--- src/rtl/grli_pkg.sv ---
// Shared constants, types and helpers for the glyph range index lookup.
`default_nettype none
package grli_pkg;

    localparam int MAX_RANGES = 64;
    localparam int IDX_W      = $clog2(MAX_RANGES);
    localparam int CNT_W      = $clog2(MAX_RANGES + 1);
    localparam int CODE_W     = 16;
    localparam int CAND_W     = 2;

    localparam logic KIND_LOAD   = 1'b0;
    localparam logic KIND_LOOKUP = 1'b1;

    localparam logic [CAND_W-1:0] CAND_INPUT = 2'd0;
    localparam logic [CAND_W-1:0] CAND_REPL  = 2'd1;
    localparam logic [CAND_W-1:0] CAND_QMARK = 2'd2;
    localparam logic [CAND_W-1:0] CAND_SPACE = 2'd3;

    localparam logic [CODE_W-1:0] CODE_REPL  = 16'hFFFD;
    localparam logic [CODE_W-1:0] CODE_QMARK = 16'h003F;
    localparam logic [CODE_W-1:0] CODE_SPACE = 16'h0020;

    typedef struct packed {
        logic [CODE_W-1:0] start;
        logic [CODE_W-1:0] length;
    } t_entry;

    typedef struct packed {
        logic             en;
        logic [IDX_W-1:0] addr;
        t_entry           entry;
    } t_tbl_wr;

    typedef struct packed {
        logic              go;
        logic [CODE_W-1:0] code;
        logic [CNT_W-1:0]  limit;
    } t_walk_req;

    typedef struct packed {
        logic              busy;
        logic              done;
        logic              found;
        logic [CODE_W-1:0] index;
    } t_walk_rsp;

    function automatic logic [CODE_W-1:0] fallback_code(input logic [CAND_W-1:0] cand);
        logic [CODE_W-1:0] c;
        case (cand)
            CAND_REPL:  c = CODE_REPL;
            CAND_QMARK: c = CODE_QMARK;
            CAND_SPACE: c = CODE_SPACE;
            default:    c = '0;
        endcase
        return c;
    endfunction

endpackage
`default_nettype wire

--- src/rtl/grli_table.sv ---
// Range table memory: one write port, one registered read port.
`default_nettype none
module grli_table (
    input  wire                       i_clk,
    input  grli_pkg::t_tbl_wr         i_wr,
    input  wire [grli_pkg::IDX_W-1:0] i_rd_addr,
    output grli_pkg::t_entry          o_rd_data
);
    import grli_pkg::*;

    t_entry r_mem [MAX_RANGES];
    t_entry r_rd_data;

    always_ff @(posedge i_clk) begin
        if (i_wr.en) begin
            r_mem[i_wr.addr] <= i_wr.entry;
        end
    end

    always_ff @(posedge i_clk) begin
        r_rd_data <= r_mem[i_rd_addr];
    end

    assign o_rd_data = r_rd_data;

endmodule
`default_nettype wire

--- src/rtl/grli_walker.sv ---
// Sequencer and shared compare/add unit that walks the range table.
`default_nettype none
module grli_walker (
    input  wire                       i_clk,
    input  wire                       i_rst_n,
    input  grli_pkg::t_walk_req       i_req,
    input  grli_pkg::t_entry          i_rd_data,
    output logic [grli_pkg::IDX_W-1:0] o_rd_addr,
    output grli_pkg::t_walk_rsp       o_rsp
);
    import grli_pkg::*;

    localparam logic S_IDLE = 1'b0;
    localparam logic S_WALK = 1'b1;

    logic              r_state, n_state;
    logic [CAND_W-1:0] r_cand,  n_cand;
    logic [CODE_W-1:0] r_code,  n_code;
    logic [IDX_W-1:0]  r_idx,   n_idx;
    logic [CODE_W-1:0] r_sum,   n_sum;
    logic [CNT_W-1:0]  r_limit, n_limit;
    logic              r_done,  n_done;
    logic              r_found, n_found;
    logic [CODE_W-1:0] r_index, n_index;

    logic [CODE_W-1:0] cand_code;
    logic [CODE_W:0]   range_end;
    logic              below;
    logic              hit;
    logic              last;

    // Shared unit: one compare against start, one against start + length.
    assign cand_code = (r_cand == CAND_INPUT) ? r_code : fallback_code(r_cand);
    assign range_end = {1'b0, i_rd_data.start} + {1'b0, i_rd_data.length};
    assign below     = cand_code < i_rd_data.start;
    assign hit       = ({1'b0, cand_code} < range_end);
    assign last      = (CNT_W'(r_idx) + CNT_W'(1)) == r_limit;

    always_comb begin
        n_state   = r_state;
        n_cand    = r_cand;
        n_code    = r_code;
        n_idx     = r_idx;
        n_sum     = r_sum;
        n_limit   = r_limit;
        n_done    = 1'b0;
        n_found   = r_found;
        n_index   = r_index;
        o_rd_addr = '0;
        case (r_state)
            S_IDLE: begin
                if (i_req.go) begin
                    n_code  = i_req.code;
                    n_limit = i_req.limit;
                    n_cand  = CAND_INPUT;
                    n_idx   = '0;
                    n_sum   = '0;
                    if (i_req.limit == '0) begin
                        // empty table: every candidate misses at once
                        n_done  = 1'b1;
                        n_found = 1'b0;
                        n_index = '0;
                    end else begin
                        n_state = S_WALK;
                    end
                end
            end
            S_WALK: begin
                if (below || (!hit && last)) begin
                    if (r_cand == CAND_SPACE) begin
                        n_state = S_IDLE;
                        n_done  = 1'b1;
                        n_found = 1'b0;
                        n_index = '0;
                    end else begin
                        // next fallback restarts at entry 0
                        n_cand = r_cand + CAND_W'(1);
                        n_idx  = '0;
                        n_sum  = '0;
                    end
                end else if (hit) begin
                    n_state = S_IDLE;
                    n_done  = 1'b1;
                    n_found = 1'b1;
                    n_index = r_sum + (cand_code - i_rd_data.start);
                end else begin
                    n_sum     = r_sum + i_rd_data.length;
                    n_idx     = r_idx + IDX_W'(1);
                    o_rd_addr = r_idx + IDX_W'(1);
                end
            end
            default: begin
                n_state = S_IDLE;
            end
        endcase
    end

    always_ff @(posedge i_clk) begin
        if (!i_rst_n) begin
            r_state <= S_IDLE;
            r_done  <= 1'b0;
        end else begin
            r_state <= n_state;
            r_done  <= n_done;
        end
    end

    always_ff @(posedge i_clk) begin
        r_cand  <= n_cand;
        r_code  <= n_code;
        r_idx   <= n_idx;
        r_sum   <= n_sum;
        r_limit <= n_limit;
        r_found <= n_found;
        r_index <= n_index;
    end

    assign o_rsp.busy  = (r_state != S_IDLE);
    assign o_rsp.done  = r_done;
    assign o_rsp.found = r_found;
    assign o_rsp.index = r_index;

endmodule
`default_nettype wire

--- src/rtl/glyph_range_index_lookup.sv ---
// Top level: request decode, range count register and result strobe.
`default_nettype none
// Maps a 16-bit character code to a glyph index through a table of up to
// 64 ascending code ranges. A request with i_kind = 0 writes one table entry
// and returns nothing; busy stays low. A request with i_kind = 1 walks the
// table one entry per clock, through a single compare and add unit fed by
// the registered table read port, and on a miss retries with U+FFFD, '?'
// and space. A lookup holds busy high while it walks, and its result
// appears on o_valid in the cycle busy falls (an empty table answers in the
// next cycle and never raises busy). o_valid is a single-cycle strobe and
// the receiver cannot stall it. Write the range count only while busy is
// low; table contents have no reset and must be loaded before use.
module glyph_range_index_lookup (
    input  wire                        i_clk,
    input  wire                        i_rst_n,
    input  wire                        start,
    output logic                       busy,
    input  wire                        i_kind,
    input  wire [5:0]                  i_range_slot,
    input  wire [grli_pkg::CODE_W-1:0] i_range_start,
    input  wire [grli_pkg::CODE_W-1:0] i_range_length,
    input  wire [grli_pkg::CODE_W-1:0] i_code,
    input  wire                        i_cfg_we,
    input  wire [6:0]                  i_cfg_wdata,
    output logic                       o_valid,
    output logic                       o_found,
    output logic [grli_pkg::CODE_W-1:0] o_glyph_index
);
    import grli_pkg::*;

    logic [6:0]       r_num_ranges;
    logic [CNT_W-1:0] limit;
    logic             accept;
    t_tbl_wr          tbl_wr;
    t_walk_req        walk_req;
    t_walk_rsp        walk_rsp;
    t_entry           rd_data;
    logic [IDX_W-1:0] rd_addr;

    always_ff @(posedge i_clk) begin
        if (!i_rst_n) begin
            r_num_ranges <= '0;
        end else if (i_cfg_we) begin
            r_num_ranges <= i_cfg_wdata;
        end
    end

    // counts beyond the table size walk the whole table
    assign limit = (32'(r_num_ranges) > MAX_RANGES) ? CNT_W'(MAX_RANGES)
                                                    : CNT_W'(r_num_ranges);

    assign accept = start && !busy;

    assign tbl_wr.en           = accept && (i_kind == KIND_LOAD)
                                 && (32'(i_range_slot) < MAX_RANGES);
    assign tbl_wr.addr         = IDX_W'(i_range_slot);
    assign tbl_wr.entry.start  = i_range_start;
    assign tbl_wr.entry.length = i_range_length;

    assign walk_req.go    = accept && (i_kind == KIND_LOOKUP);
    assign walk_req.code  = i_code;
    assign walk_req.limit = limit;

    grli_table u_table (
        .i_clk     (i_clk),
        .i_wr      (tbl_wr),
        .i_rd_addr (rd_addr),
        .o_rd_data (rd_data)
    );

    grli_walker u_walker (
        .i_clk     (i_clk),
        .i_rst_n   (i_rst_n),
        .i_req     (walk_req),
        .i_rd_data (rd_data),
        .o_rd_addr (rd_addr),
        .o_rsp     (walk_rsp)
    );

    assign busy          = walk_rsp.busy;
    assign o_valid       = walk_rsp.done;
    assign o_found       = walk_rsp.found;
    assign o_glyph_index = walk_rsp.index;

endmodule
`default_nettype wire

--- config.mk ---
export PLATFORM = sky130hd
export DESIGN_NAME = glyph_range_index_lookup
export DESIGN_NICKNAME = d
export VERILOG_FILES = /design/src/rtl/grli_pkg.sv /design/src/rtl/grli_table.sv /design/src/rtl/grli_walker.sv /design/src/rtl/glyph_range_index_lookup.sv
export SDC_FILE = /design/constraint.sdc
export NUM_CORES = 2
export LEC_CHECK = 0
export BUFFER_PORTS_ARGS = -buffer_cell sky130_fd_sc_hd__buf_2
export CAP_MARGIN = 25
export CORE_MARGIN = 3
export CORE_UTILIZATION = 60
export DETAILED_ROUTE_END_ITERATION = 10
export PLACE_DENSITY = 0.76
export SYNTH_ARGS = -nofsm -noshare
export SYNTH_HDL_FRONTEND = slang
export SYNTH_HIERARCHICAL = 1
export SYNTH_SLANG_ARGS = --single-unit
--- constraint.sdc ---
create_clock -name i_clk -period 12.5 [get_ports i_clk]
set_clock_uncertainty 0.1 [all_clocks]
set_input_delay 0.625 -clock i_clk [delete_from_list [all_inputs] [get_ports i_clk]]
set_output_delay 0.625 -clock i_clk [all_outputs]
set_load 0.01 [all_outputs]
==> results.md <==
* Initial core utilization at 60.6%
* Io pins at 85
* Slew @ Worst Pin at 1.07 ns
* # setup viols final at 0
* Clk sinks at 2,153
* Antenna viol nets, final at 0
* Endpoint type of the worst setup path: flop
* Worst setup SP type: flop
* Largest net degree at the start of global routing at 132
* Pre-CTS setup slack at 4.28 ns
* Clock-pin slew on the worst setup and hold paths at 0.06 ns
* Max FO, Critical Path at 95
* Clk buf depth at 3
* Cell taking the most area after synthesis: edfxtp_1
* Net count after synthesis at 4,119
* Pwr dens at 152 nW/um^2
* Setup_tns at 0 ns
* Post-synth ARST share at 0%
* CTS tree: done
* # DRC at 0
* Top cell type's share of synthesized area at 74.9%
* GRT met3 Usage at 9.00%
* Total power at 0.0145 W
* Status: completed
* Synth Cell Area at 84,600 um^2
* Number of max-cap violations at 0
* Count leader, synth: edfxtp_1
* Pins over their slew limit at 0
* Drt first pass iters at 5
* DR WL/cell at 34.8 um
* Vias in the first global route at 43,400
* VDD IR max at 0.120 mV
* Post-CTS resize count at 0
* Sequential area share after synthesis at 75.9%
* Avg Synthesized Cell Area at 21.4 um^2
* LEAKAGE at 29.4 nW
* Post-Syn Instances at 3,954
* Synth cell count leaders: edfxtp_1 (2,112), mux4_2 (544), nor2_1 (193)
* Yosys warning total at 6
* Met2 Track Usage GR at 46.4%
* Clk root buf: clkbuf_16
* Port-buffer cells at 84
* Global route hottest layer: met2
* Area grow syn2layout at 12.2%
* Final Hold Fails at 0
* Fin crit share at 66.0%
* Vias per cell at 6.86
* GRT overflow at 0
* DR iter-0 viols at 6,676
* Row count at 137
* Worst path required time at 13.06 ns
* First-pass GRT wire length at 312,000 um
* Total CTS buffers at 202
* Post-Route WL at 218,000 um
* Largest cells by area after synthesis: edfxtp_1 (75%), mux4_2 (14%), ha_1 (1.2%)
* Worst hold slack at 0.0282 ns
* Critical Path AT at 8.80 ns
* Period minus WS final at 8.25 ns
* #FFs+latches synth at 2,153
* Core box area at 140,000 um^2
* Post-route setup slack at 4.25 ns
* Initial antenna violation count at 12
* Final HPWL DP at 114,000 um
* Post-CTS Setup Bufs at 0
* Nets at 4,381
* Die Ht at 382 um
* Final Wtd Congestion at 0.837
* Setup CP Type: flop to flop
* Slew headroom at 28.8%
* Post-synth EDFFs at 2,112
* Worst-Skew Late Latency at 0.84 ns
* F_max at 0.121 GHz
* Main synth FF type: edfxtp_1
* Vias at 43,000
* Worst hold path class: input port to flop
* All-Layer GR Usage at 30.4%
* Die width at 382 um
* Die area at 146,000 um^2
* Unrepaired setup endpoints after global routing: no
* Met1 Resource Use GR at 42.2%
* Synth cell types at 66
* Fraction of layout cells with a size suffix above 1 at 25.7%
* H-tree depth at 4
==> cell families after synthesis <==
| family | Yosys count | synth area share [%] |
|---|---|---|
| flops | 2153 | 75.9 |
| buf+inv | 262 | 1.45 |
| simple gates | 406 | 2.24 |
| compound gates | 342 | 2.62 |
| mux | 647 | 15.7 |
| xor+xnor | 45 | 0.466 |
| fa+ha+maj | 99 | 1.61 |
==> power breakdown <==
part	switching, W	internal, W	leakage, nW	total [W]
clock	0.00264	0.00337	3.16	0.00602
sequential	0.0000175	0.00796	19.4	0.00798
combinational	0.000320	0.000149	6.85	0.000469
total	0.00298	0.0115	29.4	0.0145
==> layout by cell type (no fill, tap or decap), types with 53 or more instances in the layout <==
cell / netlist / layout
nand2_1: 61 / 60
a21oi_1: 101 / 101
o22ai_1: 87 / 86
mux4_2: 544 / 544
edfxtp_1: 2112 / 2112
clkinv_1: 0 / 53
clkbuf_16: 0 / 204
nor2_1: 193 / 131
ha_1: 82 / 82
buf_4: 30 / 117
buf_2: 57 / 86
mux2i_1: 102 / 102
inv_1: 68 / 68
nor2_4: 0 / 62
==> timing repair <==
| action | 4_1_cts | 5_1_grt |
|---|---|---|
| setup endpoints to repair | 0 | 0 |
| endpoints found under the hold margin | 24 | 5 |
| hold buffers | 31 | 1 |
==> registers in the layout (all words and copies together), names as in the netlist <==
register and flops:
u_walker/r_code 16, u_walker/r_found 1, u_walker/r_index 16, u_walker/r_limit 7, u_table/r_mem 2048, u_table/o_rd_data 32
u_walker/r_sum 16, r_num_ranges 7, u_walker/r_state 1, u_walker/r_idx 6, u_walker/r_cand 2, u_walker/r_done 1
==> worst max-delay path, stage by stage, from the launching register on <==
cell and delay (ns):
dfxtp_1 0.67, ha_1 0.40, and3_1 0.21, a221oi_1 0.33, a21oi_1 0.16, nand4_1 0.12, nand3_1 0.09, o41a_1 0.33
xnor2_1 0.14, ha_1 0.30, a211o_1 0.16, o22ai_1 0.09, a21oi_1 0.11, and4b_1 0.32, nor3b_2 0.38, nor2b_4 0.23
buf_12 0.49, buf_4 0.77, buf_4 0.72, mux4_2 0.61, mux4_2 0.51, o22ai_1 0.41, nor2_1 0.20
==> final cells by class <==
| class | count | area, um^2 |
|---|---|---|
| multi-input combinational | 1539 | 19700 |
| timing repair buffer | 251 | 1940 |
| sequential | 2153 | 64200 |
| tap | 1876 | 2350 |
| antenna | 2 | 5.00 |
| inverter | 69 | 259 |
| fill | 8277 | 44700 |
| clock buffer | 250 | 5340 |
| clock inverter | 121 | 1160 |
==> metrics by stage <==
stage	utilization, %	instances	cell area (um^2)
after global routing	68.0	6259	95000
after floorplan	-	3954	84600
after detailed placement	63.0	5849	88000
after CTS	67.9	6251	94800
after global placement	62.9	5844	87900
final	68.0	6261	95000
==> worst paths after layout <==
check	start	to	slack (ns)	depth (start not counted)
min reg2reg	r_num_ranges[6]	u_walker/r_limit[6]	0.51	0
max	u_table/o_rd_data[22]	u_table/o_rd_data[5]	4.25	22
min	i_range_length[4]	u_table/r_mem[4][4]	0.03	1
max reg2reg	u_table/o_rd_data[22]	u_table/o_rd_data[5]	4.25	22
==> per-layer routing <==
layer	vias up	wire [um]
met3	476	29600
met4	6	8610
met2	3181	103000
met1	22300	76700
met5	-	31
li1	17000	-
Power figures use the tool's default switching activity.
